`src/design/idhex_pkg.sv`:
```
// Package for the identifier text parser: form lengths, ASCII codes and
// the hex digit decoder. No dependencies.

package idhex_pkg;

	// Meaningful character counts of the two forms
	localparam logic [4:0] TraceLen = 5'd19;
	localparam logic [4:0] MsgLen   = 5'd21;
	localparam logic [4:0] PosMax   = 5'd31;

	// Positions inside the message and trace forms
	localparam logic [4:0] MsgPrefixLen = 5'd4;
	localparam logic [4:0] MsgDashPos   = 5'd12;
	localparam logic [4:0] TracePrefixLen = 5'd3;

	// ASCII codes
	localparam logic [7:0] ChNul  = 8'h00;
	localparam logic [7:0] ChDash = 8'h2d;
	localparam logic [7:0] ChT    = 8'h74;
	localparam logic [7:0] ChR    = 8'h72;
	localparam logic [7:0] ChM    = 8'h6d;
	localparam logic [7:0] ChS    = 8'h73;
	localparam logic [7:0] ChG    = 8'h67;

	typedef struct packed {
		logic       ok;
		logic [3:0] value;
	} hex_digit_t;

	// Decode one ASCII character as a hex digit, either case
	function automatic hex_digit_t hex_decode(input logic [7:0] c);
		hex_digit_t d;
		d.ok    = 1'b1;
		d.value = 4'd0;
		if (c >= 8'h30 && c <= 8'h39) begin
			d.value = c[3:0];
		end else if ((c >= 8'h61 && c <= 8'h66) || (c >= 8'h41 && c <= 8'h46)) begin
			d.value = c[3:0] + 4'd9;
		end else begin
			d.ok = 1'b0;
		end
		return d;
	endfunction

	// Expected prefix character of the message form at a position below four
	function automatic logic [7:0] msg_prefix_char(input logic [1:0] p);
		logic [7:0] c;
		case (p)
			2'd0:    c = ChM;
			2'd1:    c = ChS;
			2'd2:    c = ChG;
			default: c = ChDash;
		endcase
		return c;
	endfunction

	// Expected prefix character of the trace form at a position below three
	function automatic logic [7:0] trace_prefix_char(input logic [1:0] p);
		logic [7:0] c;
		case (p)
			2'd0:    c = ChT;
			2'd1:    c = ChR;
			default: c = ChDash;
		endcase
		return c;
	endfunction

endpackage

```
`src/design/id_hex_text_parser.sv`:
```
// Identifier text parser, top level: input register, per-character check
// and accumulate, result register. Depends on idhex_pkg.

// The block takes one character request per cycle on text_valid/text_ready
// and checks the string against "tr-" plus 16 hex digits (want_msg 0 on the
// first byte) or "msg-", 8 hex digits, '-', 8 hex digits (want_msg 1). Each
// request passes the input register and then the check and 4-bit shift into
// the 64-bit accumulator in the parser state; the block sustains one
// character per cycle but for the stall below. Only the request
// marked final_byte produces a result on id_valid/id_ready: id_ok and
// id_value (zero when id_ok is 0); the parser then starts a new string. A
// zero byte ends the text and later bytes up to the final one are ignored.
// Input is stalled only while a final character waits on a full result
// register.

module id_hex_text_parser (
	input  logic        clk,
	input  logic        arst_n,
	input  logic        text_valid,
	output logic        text_ready,
	input  logic [7:0]  text_byte,
	input  logic        want_msg,
	input  logic        final_byte,
	output logic        id_valid,
	input  logic        id_ready,
	output logic        id_ok,
	output logic [63:0] id_value
);

	// Input register
	logic       valid_s1;
	logic [7:0] byte_s1;
	logic       want_s1;
	logic       final_s1;

	// Parser state
	logic [4:0]  pos_q;
	logic        msg_q;
	logic        err_q;
	logic        ended_q;
	logic [63:0] acc_q;

	// Result register
	logic        out_valid_q;
	logic        ok_q;
	logic [63:0] value_q;

	logic advance;
	logic out_free;

	// Next-state values for the character in stage 1
	logic        first_char;
	logic        form_msg;
	logic [4:0]  pos_d;
	logic        err_d;
	logic        ended_d;
	logic [63:0] acc_d;
	logic        bad_char;
	logic        take_digit;
	idhex_pkg::hex_digit_t digit;
	logic        result_ok;

	assign out_free   = !out_valid_q || id_ready;
	assign advance    = valid_s1 && (!final_s1 || out_free);
	assign text_ready = !valid_s1 || advance;

	// Input register
	always_ff @(posedge clk or negedge arst_n) begin
		if (!arst_n) begin
			valid_s1 <= 1'b0;
		end else if (text_ready) begin
			valid_s1 <= text_valid;
		end
	end

	always_ff @(posedge clk) begin
		if (text_ready && text_valid) begin
			byte_s1  <= text_byte;
			want_s1  <= want_msg;
			final_s1 <= final_byte;
		end
	end

	// Character check against its position in the form
	always_comb begin
		first_char = (pos_q == 5'd0) && !ended_q;
		form_msg   = first_char ? want_s1 : msg_q;
		digit      = idhex_pkg::hex_decode(byte_s1);
		bad_char   = 1'b0;
		take_digit = 1'b0;
		if (form_msg) begin
			if (pos_q < idhex_pkg::MsgPrefixLen) begin
				bad_char = byte_s1 != idhex_pkg::msg_prefix_char(pos_q[1:0]);
			end else if (pos_q == idhex_pkg::MsgDashPos) begin
				bad_char = byte_s1 != idhex_pkg::ChDash;
			end else if (pos_q < idhex_pkg::MsgLen) begin
				take_digit = 1'b1;
			end else begin
				bad_char = 1'b1;
			end
		end else begin
			if (pos_q < idhex_pkg::TracePrefixLen) begin
				bad_char = byte_s1 != idhex_pkg::trace_prefix_char(pos_q[1:0]);
			end else if (pos_q < idhex_pkg::TraceLen) begin
				take_digit = 1'b1;
			end else begin
				bad_char = 1'b1;
			end
		end
		if (take_digit && !digit.ok) begin
			bad_char = 1'b1;
		end

		pos_d   = pos_q;
		err_d   = err_q;
		ended_d = ended_q;
		acc_d   = acc_q;
		if (!ended_q) begin
			if (byte_s1 == idhex_pkg::ChNul) begin
				ended_d = 1'b1;
			end else begin
				if (bad_char) begin
					err_d = 1'b1;
				end
				if (take_digit && digit.ok) begin
					acc_d = {acc_q[59:0], digit.value};
				end
				if (pos_q != idhex_pkg::PosMax) begin
					pos_d = pos_q + 5'd1;
				end
			end
		end

		result_ok = !err_d &&
			(pos_d == (form_msg ? idhex_pkg::MsgLen : idhex_pkg::TraceLen));
	end

	// Parser state: cleared after the final character of a string
	always_ff @(posedge clk or negedge arst_n) begin
		if (!arst_n) begin
			pos_q   <= 5'd0;
			msg_q   <= 1'b0;
			err_q   <= 1'b0;
			ended_q <= 1'b0;
			acc_q   <= 64'd0;
		end else if (advance) begin
			if (final_s1) begin
				pos_q   <= 5'd0;
				msg_q   <= 1'b0;
				err_q   <= 1'b0;
				ended_q <= 1'b0;
				acc_q   <= 64'd0;
			end else begin
				pos_q   <= pos_d;
				msg_q   <= form_msg;
				err_q   <= err_d;
				ended_q <= ended_d;
				acc_q   <= acc_d;
			end
		end
	end

	// Result register
	always_ff @(posedge clk or negedge arst_n) begin
		if (!arst_n) begin
			out_valid_q <= 1'b0;
		end else if (advance && final_s1) begin
			out_valid_q <= 1'b1;
		end else if (id_ready) begin
			out_valid_q <= 1'b0;
		end
	end

	always_ff @(posedge clk) begin
		if (advance && final_s1) begin
			ok_q    <= result_ok;
			value_q <= result_ok ? acc_d : 64'd0;
		end
	end

	assign id_valid = out_valid_q;
	assign id_ok    = ok_q;
	assign id_value = value_q;

	// A failed result never carries a value
	a_zero_on_fail: assert property (@(posedge clk) disable iff (!arst_n)
		id_valid && !id_ok |-> id_value == 64'd0)
		else $error("id_value not zero on a failed result");

	// An empty input register never stalls the sender
	a_ready_when_empty: assert property (@(posedge clk) disable iff (!arst_n)
		!valid_s1 |-> text_ready)
		else $error("input stalled with an empty input register");

	// After a final character the parser starts clean
	a_clear_after_final: assert property (@(posedge clk) disable iff (!arst_n)
		advance && final_s1 |=> pos_q == 5'd0 && !err_q && !ended_q)
		else $error("parser state not cleared after final character");

	// Counting past the message length always flags a form error
	a_long_is_error: assert property (@(posedge clk) disable iff (!arst_n)
		pos_q > idhex_pkg::MsgLen |-> err_q)
		else $error("overlong text without form error");

endmodule

```
`config.mk`:
```
export PLATFORM = sky130hd
export DESIGN_NAME = id_hex_text_parser
export DESIGN_NICKNAME = d
export VERILOG_FILES = /design/src/design/idhex_pkg.sv /design/src/design/id_hex_text_parser.sv
export SDC_FILE = /design/constraint.sdc
export NUM_CORES = 1
export LEC_CHECK = 0
export BUFFER_PORTS_ARGS = -buffer_cell sky130_fd_sc_hd__clkbuf_2
export CAP_MARGIN = 20
export CORE_MARGIN = 10
export CORE_UTILIZATION = 30
export CTS_CLUSTER_DIAMETER = 30
export DETAILED_ROUTE_END_ITERATION = 7
export MAX_ROUTING_LAYER = met4
export PLACE_DENSITY = 0.47
export SLEW_MARGIN = 10
export SYNTH_ARGS = -nofsm -noshare
export SYNTH_HDL_FRONTEND = slang
export SYNTH_SLANG_ARGS = --single-unit
```
`constraint.sdc`:
```
create_clock -name clk -period 6.55 [get_ports clk]
set_input_delay 1.6375 -clock clk [delete_from_list [all_inputs] [get_ports clk]]
set_output_delay 1.6375 -clock clk [all_outputs]
set_load 0.05 [all_outputs]
```
==> metrics.txt <==
syn nets=520; worst path required time=6.70 ns; # rows=54; post-route non-filler standard cell count=861; vias per cell=4.86; ANT nets after route=0; clock latency on the worst-skew pair=0.42 ns; worst-path fanout max=33; leakage=3.08 nW; max cap viols=0; clock skew=0.00814 ns; Syn Inst Count=499; arrival time worst endpoint=4.08 ns; final WL=14200 um; via count=4188; fin area=0.00785 sq mm; synth warn=0; post-synthesis register bit count=149; area post-placement=0.00723 sq mm; sw frac=24.2%; worst vdd ir=0.000169 V; Seq pwr share=46.4%; clk root buf=clkbuf_16; CORE AREA=0.0217 sq mm; Seq/Total Area, Yosys=62.4%; main area contributors after synthesis=edfxtp_1 (34%), dfrtp_1 (28%), mux2i_1 (9.7%), a22o_1 (8.0%), nor2_1 (3.9%); P_int=1.69 mW; final weighted congestion in routability-driven placement=0.862; startpoint types=flop; Initial Util=30.3%; Tmin final=3.93 ns; die width=168 um; TNS Setup=0 ns; clock share of power=45.3%; GRT Overall Usage=10.7%; Fin. Hold Viols=0; height of the chip=168 um; syn_area_per_cell=13.2 sq um; Layout Utilization=36.2%; number of global-route vias before repair=4375; kind of critical path=reg2reg; status=complete, no violations; Iter 0 DRT Violations=247; Gate power share=8.3%; Sink Count=149; Hold WC Path Type=reg2reg; final setup vio count=0; area share of the largest cell type after synthesis=34.2%; Hold Path Depth=1; # DRC=0; Post-CTS Setup Bufs=0; cell accounting for the most synthesized area=edfxtp_1; crit path capture type=flop; 1st-pass router iterations=4; GRT overflow=0; Synth async-reset ratio=49.7%; die area=0.0282 sq mm; DR WL/cell=16.5 um; Post-synth top flop=edfxtp_1; Pwr Density=285 mW/mm^2; max-slew violation count=0; Area Overhead vs Synth=19.3%; I/O pin total=81; Net Switching=0.539 mW; n_diodes=0; global-route wire length before repair=23900 um; worst-case clock buffer depth=2; Worst-Margin Slew=0.981 ns; Max Clk Rate=0.255 GHz; PostCTS Resize Cnt=0; RSZ-0062 raised after global routing=no; Hold Buf Count CTS=0; Detailed Place HPWL=9240 um; initial antenna violation count=0; CTS tree=built; Reg clk slew, reported paths=0.06 ns; dpl cells=829; share of cells above drive strength 1=21.9%; pin count of the biggest net entering global routing=75; Tcrit/Tclk final=59.9%; CTS Buf Count=17; slew margin rel.=34.6%; Unique masters post-synth=56; count leader, synth=edfxtp_1; synthesized area=0.00658 sq mm; Final #Nets=589; Post-synth EDFFs=75; H-Tree Depth=4; most common library cells after synthesis=edfxtp_1 (75), dfrtp_1 (74), nor2_1 (69), mux2i_1 (64), a22o_1 (60); R2R depth=9; port bufs=80
-- cell usage in the layout, fill, tap and decap left out, types with 6 or more instances in the layout --
cell type  netlist  layout
clkbuf_2         0      79
edfxtp_1        75      75
dfrtp_1         74      74
nor2_1          69      69
mux2i_1         64      64
a22o_1          60      60
clkbuf_16        0      17
inv_1           11      10
nand2_1          9       9
o21ai_0          9       9
ha_1             7       7
buf_4            6       6
-- cells by family (layout without fill, tap and decap cells) --
group / count (synthesis) / count (layout) / share of synthesized area (%)
flip-flops: 149 / 149 / 62.4
AND/OR/NAND/NOR: 118 / 118 / 8.52
AO/OA/AOI/OAI: 106 / 106 / 13.5
multiplexers: 65 / 65 / 9.91
buffers and inverters: 48 / 130 / 3.58
adder cells (fa/ha/maj): 7 / 7 / 1.33
XOR/XNOR: 6 / 6 / 0.799
-- routing by layer --
metal / vias to the layer above / part of all wire, % / routed length [um] / global-route usage (%)
met3: 18 / 4.4 / 633 / 2.93
met4: 0 / 1.6 / 231 / 3.90
met5: - / 0 / 0 / -
met2: 103 / 45 / 6470 / 15.6
met1: 2063 / 48 / 6890 / 14.0
li1: 2004 / - / - / -
-- stage by stage --
stage / hold slack, ns / worst slack, ns / total power, mW
after CTS: 0.509 / 2.64 / 2.26
after global placement: 0.489 / 2.62 / 1.24
final: 0.507 / 2.62 / 2.23
after global routing: 0.519 / 2.41 / 2.33
after floorplan: 0.464 / 2.52 / 1.18
after detailed placement: 0.490 / 2.66 / 1.24
-- state kept, by name, summed over array words and instances (netlist names) --
| name | count |
|---|---|
| id_value | 64 |
| byte_s1 | 8 |
| id_valid | 1 |
| final_s1 | 1 |
| err_q | 1 |
| acc_q | 64 |
| msg_q | 1 |
| id_ok | 1 |
| valid_s1 | 1 |
| pos_q | 5 |
| want_s1 | 1 |
| ended_q | 1 |
-- worst paths after layout --
| path | from | to | slack [ns] |
|---|---|---|---|
| min in group asynchronous | arst_n | id_valid | 1.34 |
| hold reg to reg | acc_q[61] | acc_q[61] | 0.51 |
| hold / removal | acc_q[61] | acc_q[61] | 0.51 |
| setup / recovery | pos_q[0] | id_value[37] | 2.62 |
| max in group asynchronous | arst_n | acc_q[54] | 4.54 |
| setup reg to reg | pos_q[0] | id_value[37] | 2.62 |
-- power groups by stage --
stage	sequential, mW	clock (mW)	combinational (mW)
after floorplan	1.08	0	0.104
final	1.04	1.01	0.185
after global routing	1.04	1.08	0.204
after CTS	1.04	1.04	0.188
after detailed placement	1.05	0	0.187
after global placement	1.05	0	0.185
-- worst max-delay path, stage by stage, from the launching register on --
cell      delay, ns
dfrtp_1        0.53
inv_1          0.14
ha_1           0.24
nand2b_1       0.12
or4b_1         0.50
a222oi_1       0.51
o31ai_1        0.21
o221ai_4       0.78
buf_4          0.48
nor2_1         0.13
-- cell type report --
cell class | count | area [sq um]
fillers | 2109 | 13800
flip-flops and latches | 149 | 4100
multi-input cells | 302 | 2260
clock buffers | 22 | 474
repair buffers | 86 | 468
well taps | 280 | 350
clock inverters | 10 | 144
inverters | 12 | 45.0
(Power assumes the default switching activity.)
